## config.mk

```make
export PLATFORM = sky130hd
export DESIGN_NAME = ascii_number_parser_unit
export DESIGN_NICKNAME = d
export VERILOG_FILES = /design/src/rtl/anp_pkg.sv /design/src/rtl/ascii_number_parser_unit.sv /design/src/rtl/anp_core.sv
export SDC_FILE = /design/constraint.sdc
export NUM_CORES = 1
export LEC_CHECK = 0
export CAP_MARGIN = 20
export CORE_MARGIN = 2
export CORE_UTILIZATION = 36
export CTS_CLUSTER_DIAMETER = 100
export CTS_CLUSTER_SIZE = 25
export DETAILED_ROUTE_END_ITERATION = 10
export DONT_BUFFER_PORTS = 1
export HOLD_SLACK_MARGIN = 0.03
export MAX_ROUTING_LAYER = met4
export REMOVE_ABC_BUFFERS = 1
export SLEW_MARGIN = 0
export SYNTH_ARGS = -nofsm -noshare
export SYNTH_HDL_FRONTEND = slang
export SYNTH_SLANG_ARGS = --single-unit
```

## constraint.sdc

```tcl
create_clock -name clk -period 13.65 [get_ports clk]
set_input_delay 1.365 -clock clk [delete_from_list [all_inputs] [get_ports clk]]
set_output_delay 1.365 -clock clk [all_outputs]
set_load 0.01 [all_outputs]
```

## src/rtl/anp_pkg.sv

```systemverilog
// Package for the ASCII number parser: widths, format and status codes, helpers.
package anp_pkg;

  localparam int VALUE_BITS = 32;
  localparam int PROD_W     = VALUE_BITS + 4;
  localparam int CNT_W      = 4;
  localparam int FMT_W      = 3;
  localparam int CFG_IDX_W  = 1;

  localparam logic [CNT_W-1:0] CNT_MAX = {CNT_W{1'b1}};

  // number_format codes
  localparam logic [FMT_W-1:0] FMT_HEX2  = 3'd0;
  localparam logic [FMT_W-1:0] FMT_HEX4  = 3'd1;
  localparam logic [FMT_W-1:0] FMT_HEX8  = 3'd2;
  localparam logic [FMT_W-1:0] FMT_DEC8  = 3'd3;
  localparam logic [FMT_W-1:0] FMT_DEC16 = 3'd4;
  localparam logic [FMT_W-1:0] FMT_DEC32 = 3'd5;
  localparam logic [FMT_W-1:0] FMT_SDEC  = 3'd6;
  localparam logic [FMT_W-1:0] FMT_UNUSED = 3'd7;

  // register indexes
  localparam logic [CFG_IDX_W-1:0] REG_NUMBER_FORMAT = 1'd0;
  localparam logic [CFG_IDX_W-1:0] REG_MAX_VALUE     = 1'd1;

  localparam logic [7:0] CHAR_MINUS = 8'h2D;
  localparam logic [7:0] CHAR_0     = 8'h30;
  localparam logic [7:0] CHAR_9     = 8'h39;
  localparam logic [7:0] CHAR_UA    = 8'h41;
  localparam logic [7:0] CHAR_UF    = 8'h46;
  localparam logic [7:0] CHAR_LA    = 8'h61;
  localparam logic [7:0] CHAR_LF    = 8'h66;
  localparam logic [7:0] UPPER_OFS  = 8'd55;
  localparam logic [7:0] LOWER_OFS  = 8'd87;

  typedef enum logic [2:0] {
    ST_OK       = 3'd0,
    ST_MISSING  = 3'd1,
    ST_OVERFLOW = 3'd2,
    ST_BAD_HEX  = 3'd3,
    ST_BAD_DEC  = 3'd4
  } anp_status_t;

  typedef struct packed {
    logic [7:0] char_code;
    logic       last_char;
    logic       arg_absent;
  } anp_item_t;

  typedef struct packed {
    logic                  done;
    logic [VALUE_BITS-1:0] value;
    anp_status_t           status;
  } anp_result_t;

  // {valid, nibble}
  function automatic logic [4:0] hex_nibble(input logic [7:0] c);
    logic [7:0] d;
    d = 8'd0;
    if (c >= CHAR_0 && c <= CHAR_9) begin
      d = c - CHAR_0;
      return {1'b1, d[3:0]};
    end else if (c >= CHAR_UA && c <= CHAR_UF) begin
      d = c - UPPER_OFS;
      return {1'b1, d[3:0]};
    end else if (c >= CHAR_LA && c <= CHAR_LF) begin
      d = c - LOWER_OFS;
      return {1'b1, d[3:0]};
    end
    return 5'd0;
  endfunction

endpackage

```

## src/rtl/ascii_number_parser_unit.sv

```systemverilog
// Top level of the ASCII number parser: stream ports, config registers, pipeline.
//
// Usage: one character of a command argument per in_ request, left to right.
// in_tdata[7:0] is the character, in_tlast marks the final character and
// in_tuser flags an absent argument (character ignored, request closes).
// Each closing request yields one out_ request: out_tdata carries the value
// (two's complement in signed mode, zero on error), out_tuser the status
// (ok, missing, overflow, bad hex, bad decimal). Other requests yield nothing.
// The cfg_ channel writes number_format (index 0) and max_value (index 1);
// it is always ready. The user must write it only while the parser is idle;
// the block itself does not enforce this. The closing request passes
// through the input register, then the result register, which drives
// out_tvalid. Throughput: one character per cycle, with a shift-add update
// of the accumulator for each. While a result waits on out_tready,
// characters that do not close an argument keep flowing; a closing one holds
// in the input register with in_tready low until the result is taken.
// Reset clears the parser state and sets number_format to unsigned 32-bit
// decimal and max_value to all ones.
module ascii_number_parser_unit
  import anp_pkg::*;
(
  input  logic                  clk,
  input  logic                  rst_n,
  input  logic                  in_tvalid,
  output logic                  in_tready,
  input  logic [7:0]            in_tdata,   // char_code[7:0]
  input  logic                  in_tlast,
  input  logic                  in_tuser,   // arg_absent
  output logic                  out_tvalid,
  input  logic                  out_tready,
  output logic [VALUE_BITS-1:0] out_tdata,  // value[31:0]
  output logic [2:0]            out_tuser,  // status[2:0]
  input  logic                  cfg_valid,
  output logic                  cfg_ready,
  input  logic [CFG_IDX_W-1:0]  cfg_index,
  input  logic [VALUE_BITS-1:0] cfg_data
);

  logic [FMT_W-1:0]      fmt_r;
  logic [VALUE_BITS-1:0] max_r;
  logic                  ivalid_r;
  anp_item_t             item_r;
  logic                  ovalid_r;
  logic [VALUE_BITS-1:0] oval_r;
  anp_status_t           ostat_r;
  anp_result_t           res;
  logic                  step;

  assign cfg_ready = 1'b1;

  always_ff @(posedge clk) begin
    if (!rst_n) begin
      fmt_r <= FMT_DEC32;
      max_r <= {VALUE_BITS{1'b1}};
    end else if (cfg_valid) begin
      case (cfg_index)
        REG_NUMBER_FORMAT: fmt_r <= cfg_data[FMT_W-1:0];
        REG_MAX_VALUE:     max_r <= cfg_data;
        default:           ;
      endcase
    end
  end

  // the held character moves on unless it closes and the result slot is blocked
  assign step      = ivalid_r && (!ovalid_r || out_tready
                                  || !(item_r.last_char || item_r.arg_absent));
  assign in_tready = !ivalid_r || step;

  always_ff @(posedge clk) begin
    if (!rst_n) begin
      ivalid_r <= 1'b0;
    end else if (in_tready) begin
      ivalid_r <= in_tvalid;
    end
  end

  always_ff @(posedge clk) begin
    if (in_tready && in_tvalid) begin
      item_r.char_code  <= in_tdata;
      item_r.last_char  <= in_tlast;
      item_r.arg_absent <= in_tuser;
    end
  end

  anp_core u_core (
    .clk           (clk),
    .rst_n         (rst_n),
    .step          (step),
    .item          (item_r),
    .number_format (fmt_r),
    .max_value     (max_r),
    .result        (res)
  );

  always_ff @(posedge clk) begin
    if (!rst_n) begin
      ovalid_r <= 1'b0;
    end else if (step && res.done) begin
      ovalid_r <= 1'b1;
    end else if (out_tready) begin
      ovalid_r <= 1'b0;
    end
  end

  always_ff @(posedge clk) begin
    if (step && res.done) begin
      oval_r  <= res.value;
      ostat_r <= res.status;
    end
  end

  assign out_tvalid = ovalid_r;
  assign out_tdata  = oval_r;
  assign out_tuser  = ostat_r;

endmodule

```

## src/rtl/anp_core.sv

```systemverilog
// Parser state and per-character update; produces the result of a closing item.
module anp_core
  import anp_pkg::*;
(
  input  logic                  clk,
  input  logic                  rst_n,
  input  logic                  step,
  input  anp_item_t             item,
  input  logic [FMT_W-1:0]      number_format,
  input  logic [VALUE_BITS-1:0] max_value,
  output anp_result_t           result
);

  logic [VALUE_BITS-1:0] acc_r, acc_nxt;
  logic [CNT_W-1:0]      cnt_r, cnt_nxt;
  anp_status_t           err_r, err_nxt;
  logic                  neg_r, neg_nxt;
  logic                  start_r, start_nxt;
  logic                  badhex_r, badhex_nxt;

  logic [FMT_W-1:0]      fmt;
  logic [4:0]            nib;
  logic                  is_digit;
  logic [VALUE_BITS-1:0] limit;
  logic [PROD_W-1:0]     prod;
  logic [CNT_W-1:0]      cnt_inc;
  logic [CNT_W-1:0]      hex_digits;
  logic                  closing;

  always_comb begin
    fmt        = (number_format == FMT_UNUSED) ? FMT_DEC32 : number_format;
    nib        = hex_nibble(item.char_code);
    is_digit   = (item.char_code >= CHAR_0) && (item.char_code <= CHAR_9);
    cnt_inc    = (cnt_r < CNT_MAX) ? cnt_r + 1'b1 : cnt_r;
    // 10 * acc + digit, wide enough that the range check is exact
    prod       = ({4'd0, acc_r} << 3) + ({4'd0, acc_r} << 1)
               + PROD_W'(item.char_code - CHAR_0);
    case (fmt)
      FMT_DEC8:  limit = VALUE_BITS'(8'hFF);
      FMT_DEC16: limit = VALUE_BITS'(16'hFFFF);
      FMT_SDEC:  limit = (VALUE_BITS'(1) << (VALUE_BITS - 1)) - VALUE_BITS'(!neg_r);
      default:   limit = {VALUE_BITS{1'b1}};
    endcase
    case (fmt)
      FMT_HEX2: hex_digits = CNT_W'(2);
      FMT_HEX4: hex_digits = CNT_W'(4);
      default:  hex_digits = CNT_W'(8);
    endcase

    acc_nxt    = acc_r;
    cnt_nxt    = cnt_r;
    err_nxt    = err_r;
    neg_nxt    = neg_r;
    badhex_nxt = badhex_r;
    start_nxt  = 1'b0;

    if (fmt <= FMT_HEX8) begin
      cnt_nxt = cnt_inc;
      if (!nib[4]) begin
        badhex_nxt = 1'b1;
      end else begin
        acc_nxt = {acc_r[VALUE_BITS-5:0], nib[3:0]};
      end
    end else if (err_r == ST_OK) begin
      if (fmt == FMT_SDEC && start_r && item.char_code == CHAR_MINUS) begin
        neg_nxt = 1'b1;
      end else if (!is_digit) begin
        err_nxt = ST_BAD_DEC;
      end else if (prod > PROD_W'(limit)) begin
        err_nxt = ST_OVERFLOW;
      end else begin
        acc_nxt = prod[VALUE_BITS-1:0];
        cnt_nxt = cnt_inc;
      end
    end

    result.value  = '0;
    result.status = ST_OK;
    if (item.arg_absent) begin
      result.status = ST_MISSING;
    end else if (fmt <= FMT_HEX8) begin
      if (cnt_nxt > hex_digits) begin
        result.status = ST_OVERFLOW;
      end else if (badhex_nxt) begin
        result.status = ST_BAD_HEX;
      end else begin
        result.value = acc_nxt;
      end
    end else if (err_nxt != ST_OK) begin
      result.status = err_nxt;
    end else if (cnt_nxt == '0) begin
      result.status = ST_BAD_DEC;
    end else if (fmt == FMT_SDEC) begin
      result.value = neg_nxt ? (~acc_nxt + 1'b1) : acc_nxt;
    end else if (acc_nxt > max_value) begin
      result.status = ST_OVERFLOW;
    end else begin
      result.value = acc_nxt;
    end

    closing     = item.last_char || item.arg_absent;
    result.done = closing;
    if (closing) begin
      acc_nxt    = '0;
      cnt_nxt    = '0;
      err_nxt    = ST_OK;
      neg_nxt    = 1'b0;
      badhex_nxt = 1'b0;
      start_nxt  = 1'b1;
    end
  end

  always_ff @(posedge clk) begin
    if (!rst_n) begin
      acc_r    <= '0;
      cnt_r    <= '0;
      err_r    <= ST_OK;
      neg_r    <= 1'b0;
      start_r  <= 1'b1;
      badhex_r <= 1'b0;
    end else if (step) begin
      acc_r    <= acc_nxt;
      cnt_r    <= cnt_nxt;
      err_r    <= err_nxt;
      neg_r    <= neg_nxt;
      start_r  <= start_nxt;
      badhex_r <= badhex_nxt;
    end
  end

endmodule
```

==> flow_summary_export.csv, run 1 <==
group,metric,value,unit
final_layout,num_antenna_cells,0,
sta,setup_violations,0,
final_layout,drive_gt1_frac,0.0638,
sta,hold_viol_final,0,
route,via_per_inst,5.89,
sta,rsz0062_at_grt,"no",
critical_path,worstSetupStartpoint,"item_r[6]",
die,io_pins,86,
yosys,synth-warning-count,0,
clock_tree,cts_sinks,124,
clock_tree,cts_tree,"yes",
global_routing,grt_start_max_net_pins,75,
clock_tree,worstSkewPairLatency,440,ps
route,vias,10300,
critical_path,critPathMaxFanout,27,
sta,drv_slew,0,
yosys,syn_area,0.0114,mm²
power_and_ir_drop,p_leak,0.00539,µW
clock_tree,root_buffer,"clkbuf_16",
die,rows,65,
clock_tree,postCtsSetupBuffers,0,
power_and_ir_drop,p_clk_frac,0.438,
sta,slew_headroom,0.277,
die,coreArea,0.0313,mm²
power_and_ir_drop,power_density,81.9,mW/mm²
route,ant_nets,0,
power_and_ir_drop,power.switching,293,µW
placed_design,hpwl,27000,µm
run_status,status,"completed",
sta,totalNegativeSetupSlack,0,ps
power_and_ir_drop,power.internal,716,µW
hold_path,hold_depth,1,
sta,worstMarginPinSlew,1080,ps
critical_path,worst_ep_arrival_time,10340,ps
critical_path,reg2regPathDepth,39,
yosys,synth_ff_type,"dfxtp_1",
yosys,yosysTopAreaCellShare,0.139,
yosys,synth_common_cells,"nand2_1 (130), ha_1 (113), nor2_1 (105), inv_1 (104), a21oi_1 (96)",
die,die_y,182,µm
critical_path,start_kind,"flop",
critical_path,cp_data_required_time,13950,ps
clock_tree,cts_resized,0,
clock_tree,holdBufCountCts,0,
sta,fmax,0.0996,GHz
yosys,synthTopCellsByArea,"dfxtp_1 (14%), ha_1 (12%), edfxtp_1 (12%)",
power_and_ir_drop,pwr-share-comb,0.157,
route,drc_errors,0,
critical_path,worst_setup_path_end_kind,"flop",
critical_path,rr_endpoint,"out_tdata[22]",
power_and_ir_drop,swShare,0.290,
power_and_ir_drop,p_total,1010,µW
die,dieArea,0.0330,mm²
clock_tree,clkTransAtPathRegs,60,ps
yosys,ys_ff_latch,124,
global_routing,grt_overflow_total,0,
die,initial_core_util,0.363,
yosys,yosysSeqAreaShare,0.258,
sta,period_needed,10040,ps
route,dr.pass1.iters,6,
global_routing,antenna_found_initial,0,
run,maxCapViolCount,0,
clock_tree,htreeDepth,4,
sta,min_period_over_period,0.736,
clock_tree,cts_buffer_depth,2,
yosys,synth_cell_types,100,
critical_path,regToRegSetupSlack,3610,ps
placed_design,preCtsSetupSlack,3710,ps
final_layout,finalNonFillerCells,1749,
final_layout,area_delta_synth_final,8.29,%
placed_design,place_inst,1716,
sta,setup_slack,3610,ps
placed_design,gp_congestion,0.935,
power_and_ir_drop,peakVddDrop,0.0894,mV
global_routing,grt_pass1_wl,55200,µm
yosys,synthMostInstantiatedCell,"nand2_1",
hold_path,worstHoldStart,"u_core.start_r",
route,drtIter0Drc,874,
critical_path,max_stage_delay,590,ps
critical_path,critPathKind,"reg2reg",
placed_design,place.port_buffers,0,
yosys,synth_edf_count,45,
yosys,postSynth.asyncResetShare,0,
yosys,synth_top_cell_by_area,"dfxtp_1",
final_layout,final_nets,1526,
global_routing,grt_use_total,0.218,
critical_path,crit_slowest_cell,"o31ai_2",
clock_tree,cts_made_buffers,17,
hold_path,hold_end,"u_core.start_r",
route,wirelength,35200,µm
route,wire_per_inst,20.1,µm
critical_path,worstReg2RegStart,"item_r[6]",
die,die_w,182,µm
sta,finClkSkew,9.90,ps
global_routing,grt_pass1_vias,9874,
yosys,syn_avg_cell_area,8.34,µm²
hold_path,hp-class,"reg2reg",
yosys,netlist_instances,1364,
sta,hold-worst-slack,456,ps
power_and_ir_drop,seqPwrFrac,0.405,
per-stage QoR:
step | instance area (µm²) | util
floorplan | 11100 | -
global placement | 11700 | 0.374
detailed placement | 11700 | 0.375
CTS | 12300 | 0.393
global route | 12300 | 0.393
finish | 12300 | 0.393
area by class of cell:
cell class	instances	area, µm²
clock buffer	20	437
clock inverter	12	126
fill	3123	19000
inverter	105	394
multi-input combinational	1070	7770
sequential	124	2930
tap	402	503
timing repair buffer	16	153
sequential cells by signal, summed over array words and instances (netlist names):
signal,flops
out_tuser,3
out_tvalid,1
u_core.acc_r,32
max_r,32
out_tdata,32
u_core.neg_r,1
u_core.badhex_r,1
u_core.err_r,3
item_r,10
u_core.cnt_r,4
fmt_r,3
ivalid_r,1
u_core.start_r,1
cells in the final DEF, fill, tap and decap left out, drive strengths merged, types with 6 or more instances in the layout:
| cell | count |
|---|---|
| ha | 113 |
| nor2b | 34 |
| buf | 16 |
| a22oi | 27 |
| a211oi | 13 |
| a41oi | 6 |
| nor3b | 11 |
| mux2i | 18 |
| edfxtp | 45 |
| dfxtp | 79 |
| nand3 | 23 |
| xor2 | 10 |
| o21ai | 69 |
| nand2 | 131 |
| clkbuf | 20 |
| a21boi | 7 |
| o22ai | 12 |
| and2 | 21 |
| o31ai | 10 |
| o211ai | 47 |
| a221oi | 7 |
| fa | 31 |
| o21a | 14 |
| a31oi | 25 |
| nand4 | 28 |
| nand2b | 16 |
| a21o | 24 |
| xnor2 | 21 |
| or3 | 7 |
| clkinv | 8 |
| a211o | 7 |
| a21oi | 96 |
| nor3 | 39 |
| and3 | 10 |
| inv | 105 |
| or2 | 6 |
| nor2 | 106 |
| nor4 | 11 |
critical path: cells and delay by family, from the launching register on:
kind                       cells  cell delay, ps
AOI/OAI and AO/OA             20            4540
xor gates and xnor gates       1             210
adders and majority gates      5            1790
buffers and inverters          3             570
DFF                            1             500
and+or+nand+nor               10            2260
power groups by stage:
stage / Sequential, µW / Clock, µW / Combinational, µW
global route: 410 / 460 / 175
floorplan: 412 / 0 / 113
detailed placement: 416 / 0 / 155
global placement: 416 / 0 / 152
finish: 408 / 442 / 158
CTS: 408 / 447 / 156
cells by family (layout without fill, tap and decap cells):
kind of cell | after synthesis | in the layout | synth area share
compound gates | 415 | 415 | 0.255
xor+xnor | 31 | 31 | 0.0239
fa+ha+maj | 144 | 144 | 0.179
buf+inv | 170 | 153 | 0.0607
flops | 124 | 124 | 0.258
mux | 20 | 20 | 0.0178
other cells | 1 | 1 | 0.000330
simple gates | 459 | 459 | 0.206
metal layers:
layer / global-route usage / up-vias / share of wire
met3: 0.0307 / 71 / 0.057
met4: 0.0891 / 0 / 0.033
met2: 0.338 / 385 / 0.45
li1: - / 4961 / -
met1: 0.286 / 4885 / 0.46
met5: - / - / 0
how the worst max path moves through the flow:
stage	slack, ps	endpoint
floorplan	2850	out_tdata[17]
global placement	3940	out_tdata[18]
detailed placement	3710	out_tdata[11]
CTS	3680	out_tdata[18]
global route	2700	out_tdata[11]
finish	3610	out_tdata[22]
Note: power is estimated with default switching activity, not from simulation.
==> inputs of run 2 (changes only) <==
- clock period: 13.65 -> 9.6 ns (I/O delays scaled with it)
==> run 2 against run 1 <==
  * First-iteration DRC count increased by 15%
  * Design area rose by 2.9%
  * Critical path type unchanged
  * Combinational power increased by 50%
  * Global-route usage grew 0.87 points
  * Non-clock buffer count is 33 higher
  * Register-to-register slack lost 2900 ps
  * Via count rose by 3.1%
  * Highest routed layer unchanged
  * Sequential cell count unchanged
  * Clock-buffer cell count grew 1
  * Clock power grew 46%
  * Power grew 45%
  * Worst hold slack improved by 1.1 ps
==> flow_summary_export.csv, run 2 (synthesis results as in run 1) <==
group,metric,value,unit
placed_design,gp_congestion,0.963,
power_and_ir_drop,power.internal,1040,µW
global_routing,grt_pass1_wl,57100,µm
final_layout,finalNonFillerCells,1782,
critical_path,cpMostUsedCell,"a21oi_1",
sta,worstMarginPinSlew,907,ps
critical_path,cp_data_required_time,9890,ps
run,maxCapViolCount,0,
die,io_pins,86,
placed_design,preCtsSetupSlack,-59.4,ps
sta,rsz0062_at_grt,"no",
clock_tree,htreeDepth,4,
final_layout,final_nets,1559,
power_and_ir_drop,pwr-share-comb,0.162,
final_layout,num_antenna_cells,0,
route,wire_per_inst,20.6,µm
global_routing,antenna_found_initial,0,
sta,totalNegativeSetupSlack,0,ps
global_routing,grt_use_total,0.227,
critical_path,critPathTopFamily,"compound AO/OA/AOI/OAI gates",
sta,setup_slack,682,ps
die,coreArea,0.0313,mm²
route,ant_nets,0,
sta,hold_viol_final,0,
die,dieArea,0.0330,mm²
power_and_ir_drop,p_clk_frac,0.441,
route,dr.pass1.iters,5,
clock_tree,cts_tree,"yes",
critical_path,critPathKind,"reg2reg",
route,drc_errors,0,
sta,min_period_over_period,0.929,
placed_design,place.port_buffers,0,
sta,fmax,0.112,GHz
die,die_y,182,µm
placed_design,place_inst,1736,
sta,period_needed,8920,ps
final_layout,layout_common_cells,"nand2_1 (130), ha_1 (111), inv_1 (104)",
die,rows,65,
clock_tree,root_buffer,"clkbuf_16",
sta,finClkSkew,20.8,ps
critical_path,worst_ep_arrival_time,9210,ps
power_and_ir_drop,p_leak,0.00558,µW
critical_path,worst-path-buf-inv,5,
clock_tree,worstSkewPairLatency,440,ps
sta,drv_slew,0,
power_and_ir_drop,swShare,0.289,
route,wirelength,36600,µm
critical_path,critPathMaxFanout,11,
critical_path,worst_setup_path_end_kind,"flop",
power_and_ir_drop,seqPwrFrac,0.397,
die,die_w,182,µm
global_routing,grt_start_max_net_pins,75,
power_and_ir_drop,power_density,115,mW/mm²
clock_tree,cts_made_buffers,17,
route,drtIter0Drc,1002,
final_layout,drive_gt1_frac,0.0949,
final_layout,layout_commonest_cell,"nand2_1",
final_layout,area_delta_synth_final,11.4,%
hold_path,hp-class,"reg2reg",
critical_path,start_kind,"flop",
route,via_per_inst,5.96,
clock_tree,cts_buffer_depth,2,
critical_path,crit_slowest_cell,"edfxtp_1",
clock_tree,clkTransAtPathRegs,60,ps
route,vias,10600,
global_routing,grt_pass1_vias,10100,
run_status,status,"completed",
power_and_ir_drop,power.switching,422,µW
power_and_ir_drop,peakVddDrop,0.146,mV
die,initial_core_util,0.363,
clock_tree,cts_sinks,124,
sta,setup_violations,0,
placed_design,hpwl,27700,µm
sta,slew_headroom,0.386,
critical_path,max_stage_delay,480,ps
global_routing,grt_overflow_total,0,
-- run 2: cell count changes in the layout (fill, tap and decap cells not counted), sizes merged --
cell	previous run	this run
clkinv	8	7
clkbuf	20	22
buf	16	48
-- run 2: per-stage QoR --
stage / hold slack [ps] / total power [µW] / instance area [µm²] / utilization
floorplan: 418 / 746 / 11100 / -
global placement: 433 / 812 / 11900 / 0.379
detailed placement: 448 / 815 / 11900 / 0.379
CTS: 460 / 1460 / 12400 / 0.398
global route: 498 / 1520 / 12700 / 0.405
finish: 457 / 1460 / 12700 / 0.405
-- run 2: worst paths after layout --
| path | startpoint | endpoint | slack [ps] | depth (start not counted) |
|---|---|---|---|---|
| min reg2reg | u_core.start_r | u_core.start_r | 460 | 1 |
| max | item_r[6] | out_tdata[2] | 680 | 42 |
| min | u_core.start_r | u_core.start_r | 460 | 1 |
| max reg2reg | item_r[6] | out_tdata[2] | 680 | 42 |
-- run 2: timing repair --
action / CTS / global route
hold buffers: 0 / 0
gates resized for setup: 1 / 19
pin swaps: 0 / 3
gates cloned: 0 / 1
setup buffers: 0 / 11
setup endpoints to repair: 13 / 33
-- run 2: layout make-up --
class                           count  area (µm²)
Fill cell                        3124       18600
Multi-Input combinational cell   1070        7860
Sequential cell                   124        2930
Tap cell                          402         503
Clock buffer                       21         460
Timing Repair Buffer               49         397
Inverter                          105         394
Clock inverter                     11         121
-- run 2: power groups by stage --
stage,sequential [µW],clock (µW),combinational [µW]
final,580,645,237
after global routing,582,675,260
after CTS,580,656,226
after detailed placement,591,0,224
after global placement,591,0,221
after floorplan,586,0,160
-- run 2: per-layer routing --
| layer | vias up | global-route usage | part of all wire |
|---|---|---|---|
| met5 | - | - | 0 |
| met4 | 0 | 0.0888 | 0.032 |
| li1 | 5031 | - | - |
| met3 | 71 | 0.0351 | 0.054 |
| met1 | 5127 | 0.294 | 0.46 |
| met2 | 397 | 0.355 | 0.46 |
==> inputs of run 3 (changes only) <==
- CORE_MARGIN: 2 -> default
- RECOVER_POWER: default -> 50
- SETUP_SLACK_MARGIN: default -> 0.2
==> run 3 against run 2 <==
  * The run now ends with capacitance limit, slew limit left
  * Clock skew fell by 8.2 ps
  * Sequential cell count did not move
  * Register-to-register slack barely moved
  * Cell count fell by 0.39%
  * Core utilization rose by 0.62 points
  * Global-route usage rose by 0.23 points
  * Sequential power barely moved
  * First-iteration DRC count fell by 1.3%
  * Critical path depth fell by 2
  * Maximum frequency fell by 0.12%
  * Clock power rose by 2%
  * Largest cell class unchanged
  * Largest power group unchanged
==> flow_summary_export.csv, run 3 (synthesis results as in run 1) <==
group,metric,value,unit
run_status,status,"finished, violations left",
run_status,violations,"capacitance limit, slew limit",
clock_tree,cts_sinks,124,
clock_tree,holdBufCountCts,0,
route,drc_errors,0,
die,initial_core_util,0.369,
sta,fmax,0.112,GHz
placed_design,gp_congestion,0.961,
sta,rsz0062_at_grt,"no",
route,via_per_inst,5.94,
critical_path,start_kind,"flop",
route,vias,10500,
clock_tree,clkTransAtPathRegs,60,ps
hold_path,hold_depth,1,
die,rows,64,
final_layout,area_delta_synth_final,11.4,%
sta,min_period_over_period,0.930,
global_routing,grt_pass1_wl,56800,µm
power_and_ir_drop,power_density,117,mW/mm²
clock_tree,cts_tree,"yes",
critical_path,critPathTopFamily,"compound AO/OA/AOI/OAI gates",
die,io_pins,86,
final_layout,fin_util,0.411,
sta,period_needed,8930,ps
critical_path,critPathMaxFanout,12,
critical_path,worstReg2RegStart,"item_r[6]",
critical_path,critPathKind,"reg2reg",
critical_path,worst-path-buf-inv,4,
hold_path,worstHoldStart,"u_core.start_r",
die,dieArea,0.0323,mm²
clock_tree,root_buffer,"clkbuf_16",
route,wire_per_inst,20.5,µm
die,coreArea,0.0308,mm²
final_layout,register_area,0.00293,mm²
power_and_ir_drop,swShare,0.287,
global_routing,grt_start_max_net_pins,75,
critical_path,rr_endpoint,"out_tdata[2]",
power_and_ir_drop,power.switching,424,µW
critical_path,max_stage_delay,470,ps
clock_tree,cts_buffer_depth,2,
placed_design,preCtsSetupSlack,28.6,ps
sta,drv_slew,117,
placed_design,hpwl,27600,µm
final_layout,drive_gt1_frac,0.0928,
sta,slew_headroom,-0.560,
sta,setup_violations,0,
power_and_ir_drop,p_total,1480,µW
route,drtIter0Drc,989,
global_routing,antenna_found_initial,0,
clock_tree,htreeDepth,4,
critical_path,reg2regPathDepth,40,
power_and_ir_drop,p_clk_frac,0.447,
power_and_ir_drop,pwr-share-comb,0.160,
critical_path,worst_ep_arrival_time,9220,ps
final_layout,fill_cells,3079,
route,dr.pass1.iters,6,
final_layout,multi_input_area,0.00785,mm²
power_and_ir_drop,seqPwrFrac,0.393,
route,wirelength,36400,µm
final_layout,num_antenna_cells,0,
sta,hold_viol_final,0,
global_routing,grt_use_total,0.229,
sta,setup_slack,671,ps
final_layout,layout_commonest_cell,"nand2_1",
critical_path,worst_setup_path_end_kind,"flop",
global_routing,grt_pass1_vias,9897,
clock_tree,worstSkewPairLatency,440,ps
power_and_ir_drop,p_leak,0.00558,µW
final_layout,layout_common_cells,"nand2_1 (130), ha_1 (113), inv_1 (104)",
hold_path,hp-class,"reg2reg",
power_and_ir_drop,power.internal,1050,µW
run,maxCapViolCount,3,
critical_path,regToRegSetupSlack,670,ps
die,die_w,180,µm
global_routing,grt_overflow_total,0,
placed_design,place.port_buffers,0,
critical_path,cp_data_required_time,9890,ps
final_layout,final_nets,1558,
sta,finClkSkew,12.6,ps
critical_path,crit_slowest_cell,"edfxtp_1",
sta,worstMarginPinSlew,2340,ps
hold_path,hold_end,"u_core.start_r",
route,ant_nets,0,
power_and_ir_drop,peakVddDrop,0.125,mV
die,die_y,180,µm
sta,hold-worst-slack,456,ps
clock_tree,cts_made_buffers,17,
[run 3: area by class of cell]
| cell class | count | area share |
|---|---|---|
| clock inverter | 14 | 0.0134 |
| inverter | 105 | 0.0311 |
| timing repair buffer | 48 | 0.0307 |
| sequential | 124 | 0.232 |
| clock buffer | 18 | 0.0339 |
| tap | 396 | 0.0391 |
| multi-input combinational | 1070 | 0.620 |
[run 3: worst max-delay path by stage]
stage	from	to	depth (start not counted)
floorplan	item_r[6]	out_tdata[17]	34
global placement	item_r[6]	out_tdata[9]	39
detailed placement	item_r[6]	out_tdata[9]	39
CTS	item_r[6]	out_tdata[29]	39
global route	item_r[6]	out_tdata[2]	43
finish	item_r[6]	out_tdata[2]	40
[run 3: metal layers]
| layer | track usage | up-vias | wire, µm |
|---|---|---|---|
| li1 | - | 5037 | - |
| met1 | 0.309 | 5027 | 17000 |
| met2 | 0.351 | 412 | 16500 |
| met3 | 0.0269 | 68 | 1940 |
| met4 | 0.0828 | 0 | 1030 |
| met5 | - | - | 0 |
[run 3: metrics by stage]
step	cells	cell area, µm²	TNS (ps)
5_1_grt	1775	12700	0
4_1_cts	1759	12500	0
6_report	1775	12700	0
3_3_place_gp	1726	11800	0
2_1_floorplan	1299	11100	-27910
3_5_place_dp	1727	11900	0
[run 3: timing repair]
action / in CTS / in global routing
endpoints found under the setup margin: 20 / 33
buffers inserted: 0 / 15
gates cloned: 0 / 0
resized for setup: 2 / 22
pin swaps: 0 / 5
[run 3: power groups by stage]
stage          combinational [µW]  sequential, µW  clock [µW]
2_1_floorplan                 160             586           0
5_1_grt                       260             582         688
6_report                      237             580         660
3_3_place_gp                  221             591           0
4_1_cts                       227             580         667
3_5_place_dp                  225             591           0
